### config.mk
export PLATFORM = sky130hd
export DESIGN_NAME = lns_ctrl
export DESIGN_NICKNAME = d
export VERILOG_FILES = /design/src/lns_pkg.sv /design/src/lns_ctrl.sv
export SDC_FILE = /design/constraint.sdc
export NUM_CORES = 1
export LEC_CHECK = 0
export BUFFER_PORTS_ARGS = -buffer_cell sky130_fd_sc_hd__buf_2
export CORE_AREA = 2 2 39 41
export CTS_CLUSTER_DIAMETER = 150
export DETAILED_ROUTE_END_ITERATION = 10
export DIE_AREA = 0 0 41 43
export GPL_TIMING_DRIVEN = 1
export PLACE_DENSITY_LB_ADDON = 0.1
export REMOVE_ABC_BUFFERS = 1
export SYNTH_ARGS = -nofsm -noshare
export SYNTH_HDL_FRONTEND = slang
export SYNTH_SLANG_ARGS = --single-unit
### constraint.sdc
create_clock -name i_clk -period 2.4 [get_ports i_clk]
set_clock_uncertainty 0.05 [all_clocks]
set_input_delay 0.24 -clock i_clk [delete_from_list [all_inputs] [get_ports i_clk]]
set_output_delay 0.24 -clock i_clk [all_outputs]
set_load 0.01 [all_outputs]
### src/lns_pkg.sv
// Package for the leaky integrate-and-fire neuron step block.
// Holds the register indexes, configuration type, datapath step codes and FSM states.
// No dependencies.
`default_nettype none

package lns_pkg;

    localparam int DATA_W    = 32;
    localparam int SHORT_W   = 16;
    localparam int CFG_IDX_W = 3;
    localparam int MUL_W     = 33;
    localparam int PROD_W    = 2 * MUL_W;
    localparam int SUM_W     = 49;
    localparam int ACC_W     = 66;
    localparam int NV_W      = 51;

    localparam logic [DATA_W-1:0]  INV_GL_RESET = 32'd65536;
    localparam logic [SHORT_W-1:0] GAIN_RESET   = 16'd655;

    typedef enum logic [CFG_IDX_W-1:0] {
        REG_V_THRESHOLD   = 3'd0,
        REG_V_AFTER_SPIKE = 3'd1,
        REG_E_LEAK        = 3'd2,
        REG_INV_GL        = 3'd3,
        REG_STEP_GAIN     = 3'd4,
        REG_REFR_TICKS    = 3'd5,
        REG_V_START       = 3'd6
    } t_reg_idx;

    typedef struct packed {
        logic signed [DATA_W-1:0] v_threshold;
        logic signed [DATA_W-1:0] v_after_spike;
        logic signed [DATA_W-1:0] e_leak;
        logic [DATA_W-1:0]        inv_gl;
        logic [SHORT_W-1:0]       step_gain;
        logic [SHORT_W-1:0]       refr_ticks;
        logic signed [DATA_W-1:0] v_start;
    } t_cfg;

    typedef enum logic [2:0] {
        OP_NONE,
        OP_DRIVE,
        OP_SUM,
        OP_MUL_LO,
        OP_MUL_HI,
        OP_ACC,
        OP_DONE
    } t_op;

    typedef struct packed {
        logic accept;
        t_op  op;
        logic commit;
    } t_dp_cmd;

    typedef enum logic [2:0] {
        ST_IDLE,
        ST_DRIVE,
        ST_SUM,
        ST_MUL_LO,
        ST_MUL_HI,
        ST_ACC,
        ST_DONE
    } t_state;

endpackage

`default_nettype wire

### src/lns_ctrl.sv
// Controller of the neuron step block: sequences the datapath steps of one
// tick and owns the input ready and output valid handshakes.
// Depends on lns_pkg for the states and command type.
`default_nettype none

module lns_ctrl
    import lns_pkg::*;
(
    input  wire      i_clk,
    input  wire      i_rst_n,
    input  wire      i_in_valid,
    output logic     o_in_ready,
    output logic     o_out_valid,
    input  wire      i_out_ready,
    output t_dp_cmd  o_cmd
);

    t_state r_state;
    t_state n_state;
    logic   r_out_valid;
    logic   n_out_valid;

    always_ff @(posedge i_clk) begin
        if (!i_rst_n) begin
            r_state     <= ST_IDLE;
            r_out_valid <= 1'b0;
        end else begin
            r_state     <= n_state;
            r_out_valid <= n_out_valid;
        end
    end

    always_comb begin
        n_state      = r_state;
        o_in_ready   = 1'b0;
        o_cmd.accept = 1'b0;
        o_cmd.op     = OP_NONE;
        o_cmd.commit = 1'b0;
        case (r_state)
            ST_IDLE: begin
                o_in_ready = 1'b1;
                if (i_in_valid) begin
                    o_cmd.accept = 1'b1;
                    n_state      = ST_DRIVE;
                end
            end
            ST_DRIVE: begin
                o_cmd.op = OP_DRIVE;
                n_state  = ST_SUM;
            end
            ST_SUM: begin
                o_cmd.op = OP_SUM;
                n_state  = ST_MUL_LO;
            end
            ST_MUL_LO: begin
                o_cmd.op = OP_MUL_LO;
                n_state  = ST_MUL_HI;
            end
            ST_MUL_HI: begin
                o_cmd.op = OP_MUL_HI;
                n_state  = ST_ACC;
            end
            ST_ACC: begin
                o_cmd.op = OP_ACC;
                n_state  = ST_DONE;
            end
            ST_DONE: begin
                o_cmd.op = OP_DONE;
                if (!r_out_valid || i_out_ready) begin
                    o_cmd.commit = 1'b1;
                    n_state      = ST_IDLE;
                end
            end
            default: begin
                n_state = ST_IDLE;
            end
        endcase
        if (o_cmd.commit) begin
            n_out_valid = 1'b1;
        end else if (i_out_ready) begin
            n_out_valid = 1'b0;
        end else begin
            n_out_valid = r_out_valid;
        end
    end

    assign o_out_valid = r_out_valid;

    a_accept_starts: assert property (@(posedge i_clk) disable iff (!i_rst_n)
        (o_in_ready && i_in_valid) |=> (r_state == ST_DRIVE))
        else $error("accepted word did not start the step sequence");

    a_busy_not_ready: assert property (@(posedge i_clk) disable iff (!i_rst_n)
        (r_state != ST_IDLE) |-> !o_in_ready)
        else $error("input ready while a word is in progress");

    a_commit_shows: assert property (@(posedge i_clk) disable iff (!i_rst_n)
        o_cmd.commit |=> (r_out_valid && r_state == ST_IDLE))
        else $error("committed result not presented");

    a_no_overwrite: assert property (@(posedge i_clk) disable iff (!i_rst_n)
        (o_cmd.commit && r_out_valid) |-> i_out_ready)
        else $error("result overwritten before it was taken");

endmodule

`default_nettype wire

# Yosys cells after proc, flatten, opt, wreduce, memory -nomap -nowiden
# Index checks and enable logic that the tools add are counted.
# word_totals
reg_bits	4
in_bits	4
output_inout_bits	7
elab_cells	26
# op_classes
n_eq_ne	8
muxes	11
reduce_logical	5
# ops
operator	count
case mux 3 bit (7 select lines)	1
case mux 3 bit (6 select lines)	1
== test 3 bit (second input constant)	3
2-to-1 mux 1 bit	7
== test 3 x 2 -> 1 bit (second input constant)	2
2-to-1 mux 3 bit	2
!= test 2 bit (second input constant)	2
== test 3 x 1 -> 1 bit (second input constant)	1
zero test 3 bit	1
AND reduction 2 bit	1
nonzero test 2 bit	1
zero test 1 bit	1
logical OR 1 bit	1

# Longest topological paths before layout
# logic_depth
ltp_word	5
mapped_depth	4
depth_no_buf	2

# Worst setup path before layout
# Ideal clock, no wire load.
# synth_path
kind	register to output
startpoint	register r_state[0]
endpoint	output o_cmd[4] (netlist name)
arrival_time_ns	0.905
required_ns	2.110
setup_slack_ns	1.205
stages_incl_launch_ff	4
n_path_buf	1
path_cell_list	dfxtp_1 -> buf_4 -> nor3_2 -> and2_1
# synth_rtl
element	line	source
start, declared	lns_ctrl.sv:18	t_state r_state;
start signal, assigned	lns_ctrl.sv:28	r_state <= n_state;
end, declared	lns_ctrl.sv:15	output t_dp_cmd o_cmd

==> flow_summary.json <==
{
  "cts_sinks": 4,
  "grt_usage_pct": 7.21,
  "insertion_delay_ns": 0.23,
  "drt_iter0_markers": 0,
  "rr_worst_depth": 2,
  "drtAntennaViolNets": 0,
  "grt_pass1_wl_um": 800,
  "startpoint_type": "flop",
  "finalNetCount": 41,
  "post_cts_buffers": 0,
  "cts_buffers": 3,
  "synth_compound_area_share_pct": 20.8,
  "io_pins": 11,
  "synth_top_family_by_area": "simple AND/OR/NAND/NOR gates",
  "vias_per_cell": 3.98,
  "relSlewSlack_pct": 75.3,
  "crit_path_start": "r_state[0]",
  "fin_tns_setup_ns": 0,
  "diodes": 0,
  "cts_hold_buf": 0,
  "cts-resized-gates": 0,
  "grt-ovfl-total": 0,
  "wl_um": 507,
  "synth_xor_area_share_pct": 3.83,
  "worstReg2RegEnd": "o_out_valid",
  "synthAdderAreaFrac_pct": 0,
  "syn_inst": 25,
  "min_period_over_period_pct": 60.3,
  "start_util_pct": 16.5,
  "drc_errors": 0,
  "power_density_nw_per_um2": 689,
  "whs_endpoint": "o_out_valid",
  "cts_buffer_depth": 2,
  "crit_path_end_kind": "primary output",
  "rows": 14,
  "drive_gt1_share_pct": 42.9,
  "h-tree-depth": 1,
  "drv_slew": 0,
  "ff2ff_setup_slack_ns": 1.33,
  "cap_viol_max_count": 0,
  "status": "complete, no violations",
  "grt_max_degree": 12,
  "cts.clk_slew.worst_paths_ns": 0.04,
  "ys_seq_area_share_pct": 35.0,
  "timing.rr.start": "r_state[0]",
  "hp-start": "i_rst_n",
  "report.final.hold_viol_count": 0,
  "stdcell_count": 51,
  "placed_cell_area_um2": 279,
  "crit_type": "reg -> out",
  "ys_warn_count": 0,
  "min_path_type": "in -> reg",
  "fillCellCount": 158,
  "setup_violations": 0,
  "postLayoutCellArea_um2": 302,
  "whs_ns": 0.224,
  "syn-cell-area_um2": 229,
  "antenna_found_initial": 0,
  "dp_hpwl_um": 376,
  "fmax_mhz": 691,
  "rsz0062_at_grt": "no",
  "muxShareOfSynthArea_pct": 0,
  "gp_congestion": 0.639,
  "vias": 203,
  "syn2layout_area_growth_pct": 31.7,
  "root_buffer": "clkbuf_4",
  "yosys_register_bits": 4,
  "worstPathArrival_ns": 1.16,
  "synth-simple-area-share_pct": 30.1,
  "synth_cell_type_count": 19,
  "post_drt_wl_per_cell_um": 9.94,
  "dr.pass1.iters": 1,
  "required_ns": 2.11,
  "leakage_nw": 0.159,
  "cts_tree": "done",
  "vdd_drop_max_mv": 0.229,
  "post-route-min-period_ns": 1.45,
  "dp.cells": 48,
  "path_max_fanout": 11,
  "avgSynthCellArea_um2": 9.16,
  "die_y_um": 43,
  "die_w_um": 41,
  "core-area_um2": 1380,
  "grt_pass1_vias": 194,
  "port_buffers": 10,
  "whs_path_depth": 2,
  "worst_pin_slew_ns": 0.370,
  "die_area_um2": 1760
}
cell usage after synthesis:
master / number / area, um^2
a21o_1: 1 / 7.51
o311a_1: 1 / 10.0
nor2b_1: 1 / 6.26
and2_1: 2 / 12.5
nand2_1: 1 / 3.75
o211a_1: 1 / 10.0
a21oi_1: 1 / 5.00
inv_2: 1 / 3.75
nor3_1: 2 / 10.0
buf_4: 2 / 15.0
a21boi_0: 1 / 7.51
nor3_2: 1 / 10.0
nor3b_1: 1 / 7.51
buf_2: 1 / 5.00
o21a_1: 1 / 7.51
dfxtp_1: 4 / 80.1
xor2_1: 1 / 8.76
and3b_1: 1 / 8.76
nor4bb_1: 1 / 10.0
registers in the layout, indices dropped and copies added, names as in the netlist:
| register | count |
|---|---|
| o_out_valid | 1 |
| r_state | 3 |
placed cells by master, fill, tap and decap left out, types with 2 or more instances in the layout:
| cell | n |
|---|---|
| buf_2 | 10 |
| dfxtp_1 | 4 |
| clkbuf_4 | 3 |
| nor3_1 | 2 |
| and2_1 | 2 |
final cells by class:
type                       instances  area (um^2)  share of cell area, %
timing repair buffer              10         50.0                   16.6
sequential                         4         80.1                   26.6
multi-input combinational         17          125                   41.5
tap                               16         20.0                   6.64
inverter                           1         3.75                   1.24
clock buffer                       3         22.5                   7.47
worst max path at each step:
stage | end | slack, ns | cells after the start
after floorplan | o_cmd[4] | 1.25 | 2
after global placement | o_cmd[4] | 1.21 | 3
after detailed placement | o_cmd[1] | 1.18 | 3
after CTS | o_cmd[1] | 0.94 | 3
after global routing | o_cmd[0] | 0.82 | 3
final | o_cmd[4] | 0.95 | 3
cell families (layout without fill, tap and decap cells):
kind of cell	count (synthesis)	in the layout
compound gates	6	6
buf+inv	4	14
simple gates	10	10
xor+xnor	1	1
flops	4	4
layer usage:
| metal | global-route usage, % | share of wire, % |
|---|---|---|
| met3 | 3.14 | 11 |
| met2 | 7.50 | 36 |
| met4 | 8.00 | 0 |
| met5 | 0 | 0 |
| met1 | 9.58 | 53 |
report_power, final:
part	internal [mW]	switching, mW	leakage, nW	total [mW]
Clock	0.0558	0.0252	0.0138	0.0810
Combinational	0.0228	0.0187	0.112	0.0415
Sequential	0.0724	0.0130	0.0327	0.0854
stage by stage:
step / total power, mW / worst slack (ns) / utilization [%]
2_1_floorplan: 0.109 / 1.25 / -
3_3_place_gp: 0.128 / 1.21 / 20.2
3_5_place_dp: 0.128 / 1.18 / 20.2
4_1_cts: 0.214 / 0.937 / 21.8
5_1_grt: 0.222 / 0.825 / 21.8
6_report: 0.208 / 0.953 / 21.8
critical path, stage by stage (launching register included):
cell     delay (ns)
dfxtp_1        0.53
nor3_2         0.10
and2_1         0.16
buf_2          0.13
(Power assumes the default switching activity.)
