--- src/lns_pkg.sv ---
// Package for the leaky integrate-and-fire neuron step block.
// Holds the register indexes, configuration type, datapath step codes and FSM states.
// No dependencies.
`default_nettype none

package lns_pkg;

    localparam int DATA_W    = 32;
    localparam int SHORT_W   = 16;
    localparam int CFG_IDX_W = 3;
    localparam int MUL_W     = 33;
    localparam int PROD_W    = 2 * MUL_W;
    localparam int SUM_W     = 49;
    localparam int ACC_W     = 66;
    localparam int NV_W      = 51;

    localparam logic [DATA_W-1:0]  INV_GL_RESET = 32'd65536;
    localparam logic [SHORT_W-1:0] GAIN_RESET   = 16'd655;

    typedef enum logic [CFG_IDX_W-1:0] {
        REG_V_THRESHOLD   = 3'd0,
        REG_V_AFTER_SPIKE = 3'd1,
        REG_E_LEAK        = 3'd2,
        REG_INV_GL        = 3'd3,
        REG_STEP_GAIN     = 3'd4,
        REG_REFR_TICKS    = 3'd5,
        REG_V_START       = 3'd6
    } t_reg_idx;

    typedef struct packed {
        logic signed [DATA_W-1:0] v_threshold;
        logic signed [DATA_W-1:0] v_after_spike;
        logic signed [DATA_W-1:0] e_leak;
        logic [DATA_W-1:0]        inv_gl;
        logic [SHORT_W-1:0]       step_gain;
        logic [SHORT_W-1:0]       refr_ticks;
        logic signed [DATA_W-1:0] v_start;
    } t_cfg;

    typedef enum logic [2:0] {
        OP_NONE,
        OP_DRIVE,
        OP_SUM,
        OP_MUL_LO,
        OP_MUL_HI,
        OP_ACC,
        OP_DONE
    } t_op;

    typedef struct packed {
        logic accept;
        t_op  op;
        logic commit;
    } t_dp_cmd;

    typedef enum logic [2:0] {
        ST_IDLE,
        ST_DRIVE,
        ST_SUM,
        ST_MUL_LO,
        ST_MUL_HI,
        ST_ACC,
        ST_DONE
    } t_state;

endpackage

`default_nettype wire

--- src/lns_cfg_regs.sv ---
// Configuration register bank of the neuron step block.
// Depends on lns_pkg for the register indexes and the configuration type.
`default_nettype none

module lns_cfg_regs
    import lns_pkg::*;
(
    input  wire                  i_clk,
    input  wire                  i_rst_n,
    input  wire                  i_cfg_we,
    input  wire [CFG_IDX_W-1:0]  i_cfg_idx,
    input  wire [DATA_W-1:0]     i_cfg_data,
    output t_cfg                 o_cfg
);

    t_cfg r_cfg;
    t_cfg n_cfg;

    always_comb begin
        n_cfg = r_cfg;
        if (i_cfg_we) begin
            case (t_reg_idx'(i_cfg_idx))
                REG_V_THRESHOLD:   n_cfg.v_threshold   = $signed(i_cfg_data);
                REG_V_AFTER_SPIKE: n_cfg.v_after_spike = $signed(i_cfg_data);
                REG_E_LEAK:        n_cfg.e_leak        = $signed(i_cfg_data);
                REG_INV_GL:        n_cfg.inv_gl        = i_cfg_data;
                REG_STEP_GAIN:     n_cfg.step_gain     = i_cfg_data[SHORT_W-1:0];
                REG_REFR_TICKS:    n_cfg.refr_ticks    = i_cfg_data[SHORT_W-1:0];
                REG_V_START:       n_cfg.v_start       = $signed(i_cfg_data);
                default:           n_cfg = r_cfg;
            endcase
        end
    end

    always_ff @(posedge i_clk) begin
        if (!i_rst_n) begin
            r_cfg.v_threshold   <= '0;
            r_cfg.v_after_spike <= '0;
            r_cfg.e_leak        <= '0;
            r_cfg.inv_gl        <= INV_GL_RESET;
            r_cfg.step_gain     <= GAIN_RESET;
            r_cfg.refr_ticks    <= '0;
            r_cfg.v_start       <= '0;
        end else begin
            r_cfg <= n_cfg;
        end
    end

    assign o_cfg = r_cfg;

endmodule

`default_nettype wire

--- config.mk ---
export PLATFORM = sky130hd
export DESIGN_NAME = lns_cfg_regs
export DESIGN_NICKNAME = d
export VERILOG_FILES = /design/src/lns_pkg.sv /design/src/lns_cfg_regs.sv
export SDC_FILE = /design/constraint.sdc
export NUM_CORES = 1
export LEC_CHECK = 0
export BUFFER_PORTS_ARGS = -buffer_cell sky130_fd_sc_hd__buf_2
export CELL_PAD_IN_SITES_DETAIL_PLACEMENT = 1
export CELL_PAD_IN_SITES_GLOBAL_PLACEMENT = 1
export CORE_UTILIZATION = 41
export DETAILED_ROUTE_END_ITERATION = 10
export HOLD_SLACK_MARGIN = 0.05
export PLACE_DENSITY = 0.82
export SETUP_SLACK_MARGIN = 0.5
export SLEW_MARGIN = 20
export SYNTH_ARGS = -nofsm -noshare
export SYNTH_HDL_FRONTEND = slang
export SYNTH_SLANG_ARGS = --single-unit
export TNS_END_PERCENT = 20
--- constraint.sdc ---
create_clock -name i_clk -period 3.6 [get_ports i_clk]
set_clock_uncertainty 0.1 [all_clocks]
set_input_delay 0.54 -clock i_clk [delete_from_list [all_inputs] [get_ports i_clk]]
set_output_delay 0.54 -clock i_clk [all_outputs]
set_load 0.01 [all_outputs]
* After elaboration in Yosys (flattened, before gate mapping)
Cells that the tools add are included.
W data, S select, Z words.
** Cells by class
- Eq/ne operators :: 6
- Reduce and logical (&&, ||, !) cells :: 8
** Operator list (count)
- $reduce_and A2 Y1 :: 7
- $eq A3 B3 Y1 const B :: 3
- $eq A3 B2 Y1 const B :: 2
- $eq A3 B1 Y1 const B :: 1
- $logic_not A3 Y1 :: 1
** Storage, ports and cells
- Bits in registers :: 192
- Input bits :: 38

* Depth between registers and ports, before layout
Gate-level depths: netlist of the first run.
- Word-level depth :: 2
- Gate-level depth with buffers :: 5
- Mapped depth without buffers :: 2

* Least setup slack after synthesis of the first run
Ideal clock, no wire load.
- Kind :: input port to flip-flop
- Start point :: in i_cfg_idx[1]
- End point :: reg r_cfg, in the netlist o_cfg[173]
- Library setup time :: 0.072 ns
- Arrival time :: 1.457 ns
- Required time :: 3.428 ns
- Setup slack :: 1.971 ns
- Stages on the path :: 4
- Path buffers :: 2
- Cell sequence :: buf_6 > nor4b_4 > buf_6 > mux2i_1
** On the way
- Word-level cells in the longest chain between the ends :: 2
** Ends and longest elaborated chain
- start: declaration :: line lns_cfg_regs.sv:11 : input wire [CFG_IDX_W-1:0] i_cfg_idx,
- $logic_not A3 Y1 :: line lns_cfg_regs.sv:22 : case (t_reg_idx'(i_cfg_idx))
- $reduce_and A2 Y1 (no source line)
- end signal: assignment :: line lns_cfg_regs.sv:45 : r_cfg <= n_cfg;
- end: declaration :: line lns_cfg_regs.sv:16 : t_cfg r_cfg;
Every way passes these cells.
A chain may end at the register's enable or synchronous reset.

* Worst setup path after layout of the first run
- Start point :: in i_cfg_idx[1]
- End point :: reg r_cfg, in the netlist o_cfg[130]
** On the way
- Word-level cells in the longest chain between the ends :: 2
** Ends and longest elaborated chain (line)
- $eq A3 B1 Y1 :: lns_cfg_regs.sv:22
- $reduce_and A2 Y1 (no source line)
Every way passes these cells.

==> impl_metrics.json, run 1 <==
{
  "max_freq_ghz": 0.522,
  "synthesis.area_um2": 7040,
  "worstReg2RegEnd": "o_cfg[109]",
  "cap_violations": 0,
  "drv_slew": 0,
  "hold_depth": 3,
  "layout_common_cells": "buf_2, nand2_1, mux2i_1, dfxtp_1, clkbuf_16",
  "cts.path.max_buffers": 2,
  "finalSetupTns_ps": 0,
  "io_buffer_count": 229,
  "status": "completed",
  "critPathArrivalTime_ps": 2160,
  "vias": 5504,
  "p_total_mw": 4.52,
  "cts.sinks": 192,
  "final_common_cell": "buf_2",
  "clk_latency_ps": 430,
  "fin_crit_sh": 0.532,
  "yosys_warnings": 0,
  "crit_family": "simple AND/OR/NAND/NOR gates",
  "dieArea_um2": 17700,
  "min-delay-start": "i_cfg_data[9]",
  "viasPerCell": 4.93,
  "final_nets": 921,
  "min_to": "o_cfg[57]",
  "ctsHoldBuffers": 0,
  "met2_length_um": 9970,
  "synth_seq_area_share": 0.546,
  "ant_nets": 0,
  "leakage_nw": 4.63,
  "cts_setup_buffers": 0,
  "worst-path-buf-inv": 2,
  "grt-ovfl-total": 0,
  "drt_pass1_iterations": 4,
  "drive_gt1_frac": 0.308,
  "slowest_stage": "and4bb_2",
  "vdd_ir_drop_max_uv": 342,
  "rrSetupSlack_ps": 2840,
  "synth_nets": 708,
  "io_pins": 230,
  "antenna_found_initial": 0,
  "hold_violations": 0,
  "cts.htree.levels": 4,
  "routed-wl-met3_um": 869,
  "ys_types": 13,
  "largest_register_ffs": 192,
  "synthCells": 670,
  "pwr_density_cell_nw_per_um2": 505,
  "setup-violations-final": 0,
  "wirelength_um": 20300,
  "cp.required_ps": 3840,
  "start_kind": "input port",
  "numCtsBuffers": 17,
  "worst-setup-path-type": "in -> reg",
  "yosys_register_bits": 192,
  "grt_pass1_vias": 5666,
  "hp-class": "in -> reg",
  "wl_met1_um": 8990,
  "highest_layer": "met4",
  "area_delta_synth_final_pct": 27.2,
  "initial_core_util": 0.422,
  "core_area_um2": 16700,
  "die_h_um": 133,
  "max_stage_delay_ps": 840,
  "relSlewSlack": 0.392,
  "gp_congestion": 0.741,
  "grt_setup_unrepaired": "false",
  "rows": 47,
  "die-width_um": 133,
  "cp_max_fo": 21,
  "grt_pass1_wl_um": 31300,
  "cts_tree": "built",
  "fillers": 1926,
  "wl_per_cell_um": 18.2,
  "grt_start_max_net_pins": 56,
  "period_minus_slack_ps": 1920,
  "cts_resized": 0,
  "dp_hpwl_um": 13800,
  "cts-root-buf": "clkbuf_16",
  "worst_pin_slew_ps": 911,
  "r2r_cells": 2,
  "grt_use_total": 0.231,
  "avgSynthCellArea_um2": 10.5,
  "cp_cell_sequence": "buf_2 > and4bb_2 > buf_4 > mux2i_1",
  "endpoint_kind": "flop",
  "drc_errors": 0,
  "clk_pin_slew_ps": 70,
  "timing.rr.start": "o_cfg[109]",
  "diodes": 0,
  "hold_slack_ps": 295,
  "drt-initial-drc-count": 180
}
-- kinds of logic (layout without fill, tap and decap cells) --
| group | Yosys count | in the layout | share of synthesized area |
|---|---|---|---|
| AND/OR/NAND/NOR | 238 | 238 | 0.140 |
| flip-flops | 192 | 192 | 0.546 |
| buffers and inverters | 48 | 274 | 0.0412 |
| multiplexers | 192 | 192 | 0.273 |
-- cell type report --
class | instances | area (um^2) | share of cell area
timing repair buffer | 242 | 1270 | 0.142
clock inverter | 12 | 180 | 0.0201
sequential | 192 | 3840 | 0.429
tap | 220 | 275 | 0.0307
clock buffer | 20 | 457 | 0.0510
multi-input combinational | 430 | 2930 | 0.327
-- through the flow --
step | std cells | util | worst slack, ps | cell area [um^2]
5_1_grt | 1116 | 0.536 | 1600 | 8960
2_1_floorplan | 670 | - | 1970 | 7040
4_1_cts | 1116 | 0.536 | 1680 | 8960
3_5_place_dp | 1084 | 0.498 | 1220 | 8320
3_3_place_gp | 1084 | 0.498 | 1330 | 8320
6_report | 1116 | 0.536 | 1680 | 8960
-- metal layers --
metal	GRT usage	up-vias
met5	0	-
met4	0.0920	0
met3	0.0517	26
met2	0.396	148
met1	0.281	2690
li1	-	2640
-- how the worst max path moves through the flow --
stage | startpoint | endpoint | slack [ps] | cells after the start
after detailed placement | i_cfg_idx[1] | o_cfg[130] | 1220 | 4
after CTS | i_cfg_idx[1] | o_cfg[130] | 1680 | 4
after global routing | i_cfg_idx[1] | o_cfg[130] | 1600 | 4
final | i_cfg_idx[1] | o_cfg[130] | 1680 | 4
after floorplan | i_cfg_idx[1] | o_cfg[173] | 1970 | 4
after global placement | i_cfg_idx[1] | o_cfg[132] | 1330 | 4
-- power by group --
group / total, mW / internal, mW / leakage [nW] / switching [mW]
clock network: 2.03 / 1.21 / 0.307 / 0.827
registers: 2.19 / 2.17 / 1.55 / 0.0233
logic: 0.298 / 0.110 / 2.76 / 0.188
-- worst reg2reg max path, stage by stage, from the launching register on --
cell and delay (ps):
dfxtp_1 350, nand2_1 70, mux2i_1 150
-- synth_stat cells --
master	n	share of area
buf_4	11	0.012
nand2_1	217	0.12
buf_2	7	0.0050
nor2b_1	14	0.012
nand4b_1	3	0.0037
buf_1	1	0.00053
dfxtp_1	192	0.55
nor4b_4	1	0.0034
clkbuf_1	21	0.011
buf_6	8	0.013
mux2i_1	192	0.27
and4bb_1	2	0.0036
nand4bb_1	1	0.0016
(Power assumes the default switching activity.)
==> run 2, diff against run 1 <==
- CORE_UTILIZATION: 41 -> 34
- PLACE_DENSITY: 0.82 -> 0.72
- clock period: 3.6 -> 1.6 ns (I/O delays scaled with it)
==> impl_metrics.json, run 2 (synthesis results as in run 1) <==
{
  "status": "completed",
  "p_switching_mw": 2.53,
  "finalSetupTns_ps": 0,
  "fin_ws_ps": 358,
  "hold_slack_ps": 95.0,
  "largest_register_ffs": 192,
  "wirelength_um": 22500,
  "period_minus_slack_ps": 1240,
  "numCtsBuffers": 17,
  "cp.required_ps": 1260,
  "drive_gt1_frac": 0.510,
  "cap_violations": 0,
  "cts.path.max_buffers": 2,
  "p_total_mw": 10.0,
  "area_delta_synth_final_pct": 47.6,
  "vias": 5739,
  "grt_pass1_vias": 5920,
  "viasPerCell": 4.70,
  "clk_latency_ps": 420,
  "worst_pin_slew_ps": 410,
  "relSlewSlack": 0.726,
  "final_common_cell": "nand2_1",
  "ant_nets": 0,
  "pwr_density_cell_nw_per_um2": 964,
  "grt_start_max_net_pins": 44,
  "die_h_um": 146,
  "max_stage_delay_ps": 360,
  "die-width_um": 146,
  "layout_common_cells": "nand2_1, mux2i_1, dfxtp_2, buf_2, buf_6",
  "worst-setup-path-type": "reg -> out",
  "initial_core_util": 0.347,
  "cts.sinks": 192,
  "cts_tree": "built",
  "io_pins": 230,
  "dieArea_um2": 21300,
  "slowest_stage": "dfxtp_2",
  "cp_cell_sequence": "buf_6",
  "seq_power_share": 0.496,
  "sw_frac_of_total": 0.253,
  "dp_hpwl_um": 14800,
  "critPathArrivalTime_ps": 900,
  "fin_crit_sh": 0.776,
  "rows": 52,
  "drt-initial-drc-count": 133,
  "power_frac_comb": 0.083,
  "cts.htree.levels": 4,
  "dp_slack_ps": 140,
  "wl_per_cell_um": 18.4,
  "leakage_nw": 5.06,
  "grt-ovfl-total": 0,
  "antenna_found_initial": 1,
  "clk_pin_slew_ps": 80,
  "cts-root-buf": "clkbuf_16",
  "drt_pass1_iterations": 4,
  "drc_errors": 0,
  "endpoint_kind": "primary output",
  "io_buffer_count": 229,
  "grt_setup_unrepaired": "true",
  "power.internal_mw": 7.49,
  "gp_congestion": 0.748,
  "vdd_ir_drop_max_uv": 605,
  "cp_max_fo": 2,
  "worst-path-buf-inv": 1,
  "max_freq_ghz": 0.805,
  "grt_pass1_wl_um": 33800,
  "final_nets": 977,
  "p_clk_frac": 0.421,
  "grt_use_total": 0.205,
  "crit_family": "flip-flops",
  "core_area_um2": 20300,
  "setup-violations-final": 0,
  "hp-class": "in -> reg",
  "start_kind": "flop",
  "hold_violations": 0,
  "drv_slew": 0
}
==> run 2: cell count changes in the layout (fill, tap and decap cells not counted), sizes merged, moves of 3 or more <==
| cell | previous run | this run |
|---|---|---|
| bufinv | 4 | 1 |
| buf | 242 | 288 |
| clkbuf | 20 | 17 |
| inv | 2 | 7 |
| dlygate4sd3 | 0 | 10 |
==> run 2: repair_timing <==
| item | in CTS | in global routing |
|---|---|---|
| hold buffers | 9 | 1 |
| buffers inserted | 10 | 15 |
| hold endpoints to repair | 10 | 1 |
| endpoints found under the setup margin | 192 | 195 |
| gates resized for setup | 160 | 129 |
==> run 2: worst paths after layout <==
check	start	endpoint	slack, ps	cells past startpoint
setup / recovery	o_cfg[135]	o_cfg[135]	360	1
hold / removal	i_cfg_data[18]	o_cfg[178]	90	3
setup reg to reg	o_cfg[184]	o_cfg[184]	660	4
hold reg to reg	o_cfg[171]	o_cfg[171]	350	2
==> run 2: final cells by class <==
class | instances | area, um^2
antenna | 1 | 2.50
clock buffer | 17 | 425
clock inverter | 14 | 150
fill | 2233 | 9900
multi-input combinational | 430 | 2930
sequential | 192 | 4050
tap | 270 | 338
timing repair buffer | 298 | 2510
==> run 2: routing by layer <==
metal | global-route usage | wire length (um) | up-vias
met5 | 0 | 0 | -
met4 | 0.0584 | 284 | 0
met3 | 0.0558 | 1310 | 18
met2 | 0.351 | 11200 | 170
met1 | 0.250 | 9690 | 2805
li1 | - | - | 2746
==> run 2: worst register-to-register path: stages (launching register included) <==
cell     delay (ps)
dfxtp_2         330
buf_4           130
buf_4           120
nand2_1          60
mux2i_1          80
==> run 2: per-stage QoR <==
stage / util / std cells / area [um^2]
after detailed placement: 0.426 / 1155 / 8640
after floorplan: - / 670 / 7060
after CTS: 0.485 / 1205 / 9850
after global routing: 0.512 / 1222 / 10400
final: 0.512 / 1222 / 10400
after global placement: 0.426 / 1155 / 8640
==> run 2: power by group through the flow <==
stage / Sequential (mW) / Clock, mW / Combinational, mW
finish: 4.97 / 4.22 / 0.835
global route: 4.98 / 4.54 / 0.893
CTS: 4.95 / 4.32 / 0.794
detailed placement: 5.05 / 0 / 0.728
global placement: 5.04 / 0 / 0.716
floorplan: 5.09 / 0 / 0.340
